--- src/rtl/text_byte_visualizer_defines.svh ---
// Assertion macros used by the text byte visualizer back end.
// Define ASSERT_OFF to compile the checks out.
`ifndef TEXT_BYTE_VISUALIZER_DEFINES_SVH
`define TEXT_BYTE_VISUALIZER_DEFINES_SVH

`ifndef ASSERT_OFF
`define TBV_ASSERT(lbl, clk, rst, prop) \
  lbl: assert property (@(posedge clk) disable iff (rst) prop) \
    else $error("tbv assertion failed");
`define TBV_ASSERT_NEVER(lbl, clk, rst, prop) \
  lbl: assert property (@(posedge clk) disable iff (rst) !(prop)) \
    else $error("tbv assertion failed");
`else
`define TBV_ASSERT(lbl, clk, rst, prop)
`define TBV_ASSERT_NEVER(lbl, clk, rst, prop)
`endif

`endif

--- src/rtl/tbv_pkg.sv ---
package tbv_pkg;

  localparam int NUMBER_DIGITS = 7;
  localparam int COUNT_W       = 24;
  localparam longint COUNT_CAP = (64'd1 << COUNT_W) - 64'd1;

  function automatic longint count_limit_f();
    longint lim;
    lim = 1;
    for (int i = 0; i < NUMBER_DIGITS; i++) begin
      lim = lim * 10;
    end
    lim = lim - 1;
    if (lim > COUNT_CAP) begin
      lim = COUNT_CAP;
    end
    return lim;
  endfunction

  localparam logic [COUNT_W-1:0] COUNT_LIMIT = COUNT_W'(count_limit_f());

  // Output slots of one queued entry, emitted from the lowest index upwards.
  localparam int TAB_SLOT  = NUMBER_DIGITS;
  localparam int PRE_SLOT  = NUMBER_DIGITS + 1;
  localparam int M_SLOT    = NUMBER_DIGITS + 2;
  localparam int DASH_SLOT = NUMBER_DIGITS + 3;
  localparam int HAT_SLOT  = NUMBER_DIGITS + 4;
  localparam int CH_SLOT   = NUMBER_DIGITS + 5;
  localparam int LF_SLOT   = NUMBER_DIGITS + 6;
  localparam int SLOT_N    = NUMBER_DIGITS + 7;

  localparam int QUEUE_DEPTH = 4;
  localparam int QPTR_W      = $clog2(QUEUE_DEPTH);

  localparam int CFG_INDEX_W = 4;

  localparam logic [7:0] CHR_TAB    = 8'd9;
  localparam logic [7:0] CHR_LF     = 8'd10;
  localparam logic [7:0] CHR_CR     = 8'd13;
  localparam logic [7:0] CHR_SPACE  = 8'd32;
  localparam logic [7:0] CHR_DOLLAR = 8'h24;
  localparam logic [7:0] CHR_DASH   = 8'h2D;
  localparam logic [7:0] CHR_ZERO   = 8'h30;
  localparam logic [7:0] CHR_QUERY  = 8'h3F;
  localparam logic [7:0] CHR_M      = 8'h4D;
  localparam logic [7:0] CHR_HAT    = 8'h5E;
  localparam logic [7:0] CHR_DEL    = 8'd127;
  localparam logic [7:0] CARET_OFS  = 8'd64;

  typedef enum logic [CFG_INDEX_W-1:0] {
    REG_DROP_CR          = 4'd0,
    REG_ADD_CR_BEFORE_LF = 4'd1,
    REG_ADD_LF_AFTER_CR  = 4'd2,
    REG_SHOW_NONPRINTING = 4'd3,
    REG_SHOW_META        = 4'd4,
    REG_SHOW_TABS        = 4'd5,
    REG_SHOW_ENDS        = 4'd6,
    REG_NUMBER_LINES     = 4'd7
  } cfg_reg_t;

  typedef struct packed {
    logic drop_cr;
    logic add_cr_before_lf;
    logic add_lf_after_cr;
    logic show_nonprinting;
    logic show_meta;
    logic show_tabs;
    logic show_ends;
    logic number_lines;
  } cfg_t;

  typedef struct packed {
    logic [7:0] data_byte;
    logic       file_start;
  } in_item_t;

  typedef struct packed {
    logic [7:0] out_byte;
    logic       last_of_run;
  } out_item_t;

  // Digit 0 is the most significant.
  typedef struct packed {
    logic [SLOT_N-1:0]              mask;
    logic [NUMBER_DIGITS-1:0][3:0]  digits;
    logic [7:0]                     pre_byte;
    logic [7:0]                     ch;
  } q_entry_t;

endpackage

--- src/rtl/text_byte_visualizer.sv ---
// Text byte visualizer: converts a byte stream for display, one input byte
// giving zero to twelve output bytes (line number prefix, caret and meta
// notation, end marks, CR and LF insertion or removal).
// Input queue: an item (data_byte, file_start) is taken at a clock edge with
// push high and full low. Result queue: the oldest output byte sits on result
// while empty is low and is taken at an edge with pop high.
// Configuration: cfg_we writes cfg_data into the register at cfg_index
// (indexes 8 and above are ignored); write only while the block is idle.
// The first byte of an accepted item is written into the queue and then into
// the result register before it is on result.
// Throughput: one result byte per cycle out of the back end while pop keeps
// the result taken, so an item with k results stays at the head of the queue
// until its k bytes are out; the front takes one item per cycle while its
// four-entry queue has room. Items giving no output bytes take no queue slot.
// When pop stays low the result is held, the queue fills and full then
// stalls the input. Reset clears the registers, the line count and the
// queues, and puts the stream at the start of a line.
module text_byte_visualizer (
  input  logic                            clk,
  input  logic                            rst,
  input  logic                            push,
  output logic                            full,
  input  tbv_pkg::in_item_t               item,
  output logic                            empty,
  input  logic                            pop,
  output tbv_pkg::out_item_t              result,
  input  logic                            cfg_we,
  input  logic [tbv_pkg::CFG_INDEX_W-1:0] cfg_index,
  input  logic                            cfg_data
);
  import tbv_pkg::*;

  logic     q_push;
  logic     q_pop;
  logic     q_full;
  logic     head_valid;
  q_entry_t q_entry;
  q_entry_t head;

  assign full = q_full;

  tbv_front u_front (
    .clk       (clk),
    .rst       (rst),
    .push      (push),
    .q_full    (q_full),
    .item      (item),
    .cfg_we    (cfg_we),
    .cfg_index (cfg_index),
    .cfg_data  (cfg_data),
    .q_push    (q_push),
    .q_entry   (q_entry)
  );

  tbv_queue u_queue (
    .clk        (clk),
    .rst        (rst),
    .push       (q_push),
    .wr_entry   (q_entry),
    .full       (q_full),
    .pop        (q_pop),
    .head_valid (head_valid),
    .head       (head)
  );

  tbv_back u_back (
    .clk        (clk),
    .rst        (rst),
    .head_valid (head_valid),
    .head       (head),
    .q_pop      (q_pop),
    .empty      (empty),
    .pop        (pop),
    .result     (result)
  );

endmodule

--- src/rtl/tbv_front.sv ---
module tbv_front (
  input  logic                          clk,
  input  logic                          rst,
  input  logic                          push,
  input  logic                          q_full,
  input  tbv_pkg::in_item_t             item,
  input  logic                          cfg_we,
  input  logic [tbv_pkg::CFG_INDEX_W-1:0] cfg_index,
  input  logic                          cfg_data,
  output logic                          q_push,
  output tbv_pkg::q_entry_t             q_entry
);
  import tbv_pkg::*;

  cfg_t                          cfg;
  logic                          at_line_start;
  logic [COUNT_W-1:0]            line_count;
  logic [NUMBER_DIGITS-1:0][3:0] bcd;

  logic                          at_line_start_next;
  logic [COUNT_W-1:0]            line_count_next;
  logic [NUMBER_DIGITS-1:0][3:0] bcd_next;

  logic       accept;
  logic       np;
  logic       number;
  logic       dropped;
  logic       pre_dollar;
  logic       pre_cr;
  logic       meta;
  logic       caret;
  logic       del;
  logic       lf_after;
  logic       carry;
  logic [7:0] c1;
  logic [7:0] ch;
  logic [SLOT_N-1:0] mask;

  assign accept = push && !q_full;

  always_comb begin
    np         = cfg.show_nonprinting;
    number     = cfg.number_lines && (item.file_start || at_line_start);
    dropped    = (item.data_byte == CHR_CR) && cfg.drop_cr;
    pre_dollar = (item.data_byte == CHR_CR) && np && cfg.show_ends;
    pre_cr     = (item.data_byte == CHR_LF) && cfg.add_cr_before_lf;
    meta       = item.data_byte[7] && np && cfg.show_meta;
    c1         = meta ? {1'b0, item.data_byte[6:0]} : item.data_byte;
    caret      = np && (c1 != 8'd0) && (c1 < CHR_SPACE) && (c1 != CHR_CR) &&
                 (c1 != CHR_LF) && (cfg.show_tabs || (c1 != CHR_TAB));
    del        = np && (c1 == CHR_DEL);
    ch         = caret ? (c1 + CARET_OFS) : (del ? CHR_QUERY : c1);
    lf_after   = (ch == CHR_CR) && cfg.add_lf_after_cr;

    // The binary count guards saturation, the decimal copy feeds the digits.
    line_count_next = line_count;
    bcd_next        = bcd;
    carry           = 1'b1;
    if (number && (line_count < COUNT_LIMIT)) begin
      line_count_next = line_count + COUNT_W'(1);
      for (int i = NUMBER_DIGITS - 1; i >= 0; i--) begin
        if (carry) begin
          if (bcd[i] == 4'd9) begin
            bcd_next[i] = 4'd0;
          end else begin
            bcd_next[i] = bcd[i] + 4'd1;
            carry       = 1'b0;
          end
        end
      end
    end

    mask = '0;
    mask[TAB_SLOT:0] = {(NUMBER_DIGITS + 1){number}};
    if (!dropped) begin
      mask[PRE_SLOT]  = pre_dollar || pre_cr;
      mask[M_SLOT]    = meta;
      mask[DASH_SLOT] = meta;
      mask[HAT_SLOT]  = caret || del;
      mask[CH_SLOT]   = 1'b1;
      mask[LF_SLOT]   = lf_after;
    end

    // A dropped CR with only a number prefix ends on the tab, not a new line.
    at_line_start_next = !dropped && (lf_after || (ch == CHR_LF));

    q_entry.mask     = mask;
    q_entry.digits   = bcd_next;
    q_entry.pre_byte = pre_dollar ? CHR_DOLLAR : CHR_CR;
    q_entry.ch       = ch;
  end

  assign q_push = accept && (mask != '0);

  always_ff @(posedge clk) begin
    if (rst) begin
      cfg           <= '0;
      at_line_start <= 1'b1;
      line_count    <= '0;
      bcd           <= '0;
    end else begin
      if (cfg_we) begin
        unique case (cfg_reg_t'(cfg_index))
          REG_DROP_CR:          cfg.drop_cr          <= cfg_data;
          REG_ADD_CR_BEFORE_LF: cfg.add_cr_before_lf <= cfg_data;
          REG_ADD_LF_AFTER_CR:  cfg.add_lf_after_cr  <= cfg_data;
          REG_SHOW_NONPRINTING: cfg.show_nonprinting <= cfg_data;
          REG_SHOW_META:        cfg.show_meta        <= cfg_data;
          REG_SHOW_TABS:        cfg.show_tabs        <= cfg_data;
          REG_SHOW_ENDS:        cfg.show_ends        <= cfg_data;
          REG_NUMBER_LINES:     cfg.number_lines     <= cfg_data;
          default: ;
        endcase
      end
      if (accept) begin
        at_line_start <= at_line_start_next;
        line_count    <= line_count_next;
        bcd           <= bcd_next;
      end
    end
  end

endmodule

--- src/rtl/tbv_queue.sv ---
module tbv_queue (
  input  logic              clk,
  input  logic              rst,
  input  logic              push,
  input  tbv_pkg::q_entry_t wr_entry,
  output logic              full,
  input  logic              pop,
  output logic              head_valid,
  output tbv_pkg::q_entry_t head
);
  import tbv_pkg::*;

  q_entry_t          mem [QUEUE_DEPTH];
  logic [QPTR_W-1:0] wr_ptr;
  logic [QPTR_W-1:0] rd_ptr;
  logic [QPTR_W:0]   count;

  assign full       = (count == (QPTR_W + 1)'(QUEUE_DEPTH));
  assign head_valid = (count != '0);
  assign head       = mem[rd_ptr];

  always_ff @(posedge clk) begin
    if (push) begin
      mem[wr_ptr] <= wr_entry;
    end
  end

  always_ff @(posedge clk) begin
    if (rst) begin
      wr_ptr <= '0;
      rd_ptr <= '0;
      count  <= '0;
    end else begin
      if (push) begin
        wr_ptr <= wr_ptr + QPTR_W'(1);
      end
      if (pop) begin
        rd_ptr <= rd_ptr + QPTR_W'(1);
      end
      if (push && !pop) begin
        count <= count + (QPTR_W + 1)'(1);
      end else if (pop && !push) begin
        count <= count - (QPTR_W + 1)'(1);
      end
    end
  end

endmodule

--- src/rtl/tbv_back.sv ---
`include "text_byte_visualizer_defines.svh"

module tbv_back (
  input  logic               clk,
  input  logic               rst,
  input  logic               head_valid,
  input  tbv_pkg::q_entry_t  head,
  output logic               q_pop,
  output logic               empty,
  input  logic               pop,
  output tbv_pkg::out_item_t result
);
  import tbv_pkg::*;

  logic [SLOT_N-1:0] done;
  logic              out_valid;
  out_item_t         out_data;

  logic [SLOT_N-1:0] rem;
  logic [SLOT_N-1:0] cur;
  logic              last;
  logic              advance;
  logic              lead;
  logic [7:0]        slot_byte [SLOT_N];
  logic [7:0]        sel_byte;

  always_comb begin
    rem  = head.mask & ~done;
    cur  = rem & (~rem + SLOT_N'(1));
    last = ((rem & ~cur) == '0);

    // Leading zeros of the line number show as spaces, the units digit never.
    lead = 1'b1;
    for (int j = 0; j < NUMBER_DIGITS; j++) begin
      lead = lead && (head.digits[j] == 4'd0);
      if (lead && (j != NUMBER_DIGITS - 1)) begin
        slot_byte[j] = CHR_SPACE;
      end else begin
        slot_byte[j] = CHR_ZERO | {4'd0, head.digits[j]};
      end
    end
    slot_byte[TAB_SLOT]  = CHR_TAB;
    slot_byte[PRE_SLOT]  = head.pre_byte;
    slot_byte[M_SLOT]    = CHR_M;
    slot_byte[DASH_SLOT] = CHR_DASH;
    slot_byte[HAT_SLOT]  = CHR_HAT;
    slot_byte[CH_SLOT]   = head.ch;
    slot_byte[LF_SLOT]   = CHR_LF;

    sel_byte = '0;
    for (int i = 0; i < SLOT_N; i++) begin
      sel_byte = sel_byte | (cur[i] ? slot_byte[i] : 8'd0);
    end
  end

  assign advance = head_valid && (!out_valid || pop);
  assign q_pop   = advance && last;
  assign empty   = !out_valid;
  assign result  = out_data;

  always_ff @(posedge clk) begin
    if (advance) begin
      out_data.out_byte    <= sel_byte;
      out_data.last_of_run <= last;
    end
  end

  always_ff @(posedge clk) begin
    if (rst) begin
      done      <= '0;
      out_valid <= 1'b0;
    end else begin
      if (advance) begin
        out_valid <= 1'b1;
      end else if (pop) begin
        out_valid <= 1'b0;
      end
      if (advance) begin
        done <= last ? '0 : (done | cur);
      end
    end
  end

  `TBV_ASSERT(a_cur_onehot, clk, rst, head_valid |-> $onehot(cur))
  `TBV_ASSERT(a_done_in_mask, clk, rst, head_valid |-> ((done & ~head.mask) == '0))
  `TBV_ASSERT(a_done_cleared, clk, rst, q_pop |=> (done == '0))
  `TBV_ASSERT_NEVER(a_no_stale_done, clk, rst, !head_valid && (done != '0))

endmodule

--- config.mk ---
export PLATFORM = sky130hd
export DESIGN_NAME = text_byte_visualizer
export DESIGN_NICKNAME = d
export VERILOG_FILES = /design/src/rtl/tbv_pkg.sv /design/src/rtl/text_byte_visualizer.sv /design/src/rtl/tbv_front.sv /design/src/rtl/tbv_queue.sv /design/src/rtl/tbv_back.sv
export VERILOG_INCLUDE_DIRS = /design/src /design/src/rtl
export SDC_FILE = /design/constraint.sdc
export NUM_CORES = 1
export LEC_CHECK = 0
export BUFFER_PORTS_ARGS = -buffer_cell sky130_fd_sc_hd__buf_2
export CAP_MARGIN = 40
export CORE_ASPECT_RATIO = 0.8
export CORE_UTILIZATION = 30
export CTS_CLUSTER_SIZE = 14
export DETAILED_ROUTE_END_ITERATION = 8
export PLACE_DENSITY_LB_ADDON = 0.1
export SETUP_SLACK_MARGIN = 0.3
export SLEW_MARGIN = 5
export SYNTH_ARGS = -nofsm -noshare
export SYNTH_HDL_FRONTEND = slang
export SYNTH_SLANG_ARGS = --single-unit
--- constraint.sdc ---
create_clock -name clk -period 2.91 [get_ports clk]
set_clock_uncertainty 0.1 [all_clocks]
set_input_delay 0.1455 -clock clk [delete_from_list [all_inputs] [get_ports clk]]
set_output_delay 0.1455 -clock clk [all_outputs]
set_load 0.005 [all_outputs]
==> impl_metrics.toml <==
[placement]
placedCellCount = 1575
placement.cell_area_um2 = 13500
place.gp.congestion = 0.737
port_buffers = 29
dp_hpwl_mm = 20.5

[routing]
first_pass_iters = 5
drt-initial-drc-count = 568
post-route-drc-count = 0
final_antenna_net_count = 0
drt-total-wl_mm = 30.6
vias = 8265
viasPerCell = 4.96
wl_per_cell_um = 18.4

[logic_synthesis]
netlist_area_um2 = 12200
netlist.area_leader.share_pct = 45.7
synth_commonest_cells = "185 x edfxtp_1, 85 x dfxtp_1, 81 x nor2_1"
syn_nets = 1003
ys_warn_count = 0
async_flop_share_pct = 0
yosys.cell_count.top_type = "edfxtp_1"
netlist_instances = 975
synthDistinctLibCells = 78
synth_area_leaders = "edfxtp_1 46%, dfxtp_1 14%, mux4_2 8.0%"
syn_avg_cell_area_um2 = 12.5
synth_edf_count = 185
yosysSeqAreaShare_pct = 59.7
synth_flop_cell = "edfxtp_1"
yosysTopAreaCell = "edfxtp_1"
ys_seq_elements = 270

[job]
cap_viol_max_count = 0

[worst_setup_path]
critPathLaunchType = "flip-flop"
critPathKind = "flip-flop to flip-flop"
critPathMaxFanout = 5
arrival_ns = 3.41
required_ns = 3.30
end_kind = "flip-flop"

[clock_network]
cts_tree = "built"
ctsRootBufferMaster = "clkbuf_16"
cts.clk_slew.worst_paths_ns = 0.06
clkLatencyLatePin_ns = 0.55
h-tree-depth = 1
cts_num_sinks = 270
cts_inserted_buffers = 30
clock_path_buffers = 3

[floorplan]
start_util_pct = 30.6
num_io_pins = 30
rows = 65
fp.dieW_um = 227
dieHeight_um = 182
coreArea_um2 = 39700
die_area_um2 = 41300

[final_layout]
diodes = 0
area_delta_synth_final_pct = 24.3
stdcell_area_um2 = 15100
nets = 1135
drive_above_1_share_pct = 25.6
fin_cells = 1667
utilization_pct = 38.1

[global_route]
grt_pass1_vias = 8077
grt_max_degree = 45
globalRoute.totalOverflow = 0
grt_usage_pct = 15.1
grt_pass1_wl_mm = 48.0
antenna_found_initial = 1

[sta]
finalHoldViolCount = 0
slew_headroom_pct = 61.3
slew_violations = 0
fmax_mhz = 331
tightest_slew_ns = 0.577
setup_tns_ns = -0.218
finalCriticalPeriod_ns = 3.02
fin_ws_ns = -0.107
rsz0062_at_grt = "yes"
finalSetupViolations = 3
finalCritPeriodShare_pct = 104

[power]
p_total_uw = 10000
p_leak_uw = 0.00513
powerDensity_nw_per_um2 = 664
vdd_drop_max_mv = 0.378

[min_path]
hp-class = "input port to flip-flop"
hp-start = "item[0]"

[run_status]
violations = "negative setup slack"
outcome = "finished with violations"
cell type report:
class                      count  area, um2
timing repair buffer         150       1220
tap                          536        671
clock inverter                18        203
sequential                   270       7270
multi-input combinational    627       4790
inverter                      28        105
clock buffer                  38        852
fill                        3929      24600
worst max-delay path: stages (launching register included):
cell and delay (ns):
dfxtp_4 0.38, buf_12 0.11, mux4_2 0.52, a222oi_1 0.35, and2_4 0.23, a22oi_4 0.06, nor2_4 0.14, buf_6 0.12
nand2_4 0.05, ha_4 0.16, inv_2 0.04, fa_1 0.17, xor2_1 0.08, or3_1 0.33, a21oi_2 0.12
cells by family after synthesis:
kind of cell    synth area share [%]
simple gates                    14.8
flops                           59.7
compound gates                  9.78
buf+inv                         2.68
mux                             9.85
xor+xnor                        1.95
fa+ha+maj                       1.24
metal layers:
metal | GRT usage, % | up-vias | routed length [um]
li1 | - | 4019 | -
met1 | 24.8 | 4069 | 16800
met2 | 20.5 | 144 | 12100
met3 | 2.35 | 33 | 1280
met4 | 2.85 | 0 | 493
met5 | 0 | - | 0
cells in the final DEF, fill, tap and decap left out, types with 7 or more instances in the layout:
| cell type | Yosys | routed |
|---|---|---|
| edfxtp_1 | 185 | 185 |
| buf_4 | 1 | 82 |
| dfxtp_1 | 85 | 82 |
| nor2_1 | 81 | 79 |
| nand2_1 | 61 | 60 |
| a21oi_1 | 62 | 57 |
| mux4_2 | 43 | 43 |
| o21ai_0 | 44 | 40 |
| clkbuf_16 | 0 | 31 |
| nand3_1 | 31 | 29 |
| buf_2 | 15 | 29 |
| inv_1 | 28 | 27 |
| or3_1 | 25 | 25 |
| nand4_1 | 22 | 22 |
| dlygate4sd3_1 | 0 | 19 |
| nor2b_1 | 19 | 18 |
| buf_6 | 1 | 15 |
| mux2i_1 | 15 | 14 |
| nor4_1 | 14 | 13 |
| xor2_1 | 13 | 12 |
| o31ai_1 | 12 | 12 |
| xnor2_1 | 14 | 11 |
| nor3_1 | 11 | 10 |
| nand2b_1 | 10 | 9 |
| a31oi_1 | 9 | 9 |
| clkinv_2 | 0 | 8 |
| or4_1 | 8 | 7 |
| mux2_2 | 7 | 7 |
| and2_1 | 11 | 7 |
| nor3b_1 | 10 | 7 |
| nand3b_1 | 7 | 7 |
| ha_1 | 8 | 7 |
worst paths after layout:
path                        endpoint  slack [ns]  cells past startpoint
setup / recovery    u_queue.count[2]       -0.11                     14
hold / removal    u_queue.mem[0][49]        0.03                      4
setup reg to reg    u_queue.count[2]       -0.11                     14
hold reg to reg     u_back.out_valid        0.38                      2
stage by stage:
stage	hold slack, ns	setup slack [ns]
2_1_floorplan	0.220	0.0879
3_3_place_gp	0.329	-0.176
3_5_place_dp	0.337	-0.191
4_1_cts	0.0135	-0.104
5_1_grt	0.0425	-0.261
6_report	0.0274	-0.107
registers in the layout, indices dropped and copies added (netlist names), named ones only:
name / flops
u_queue.wr_ptr: 2
u_back.result: 9
u_queue.mem: 176
u_queue.rd_ptr: 2
u_front.at_line_start: 1
u_back.out_valid: 1
u_front.bcd: 28
u_queue.count: 3
u_front.np: 1
u_front.line_count: 24
u_front.cfg: 7
u_back.done: 14
what timing repair did:
item | 4_1_cts | 5_1_grt
hold endpoints to repair | 55 | 0
hold buffers | 19 | 0
endpoints found under the setup margin | 33 | 302
gates resized for setup | 33 | 27
pin swaps | 4 | 9
setup buffers | 12 | 5
power by group:
part           switching (uW)  internal, uW  leakage [uW]  total [uW]
Sequential                112          4470       0.00242        4580
Clock                    1570          2420      0.000515        3990
Combinational             818           648       0.00220        1470
Total                    2500          7540       0.00513       10000
(Power assumes the default switching activity.)
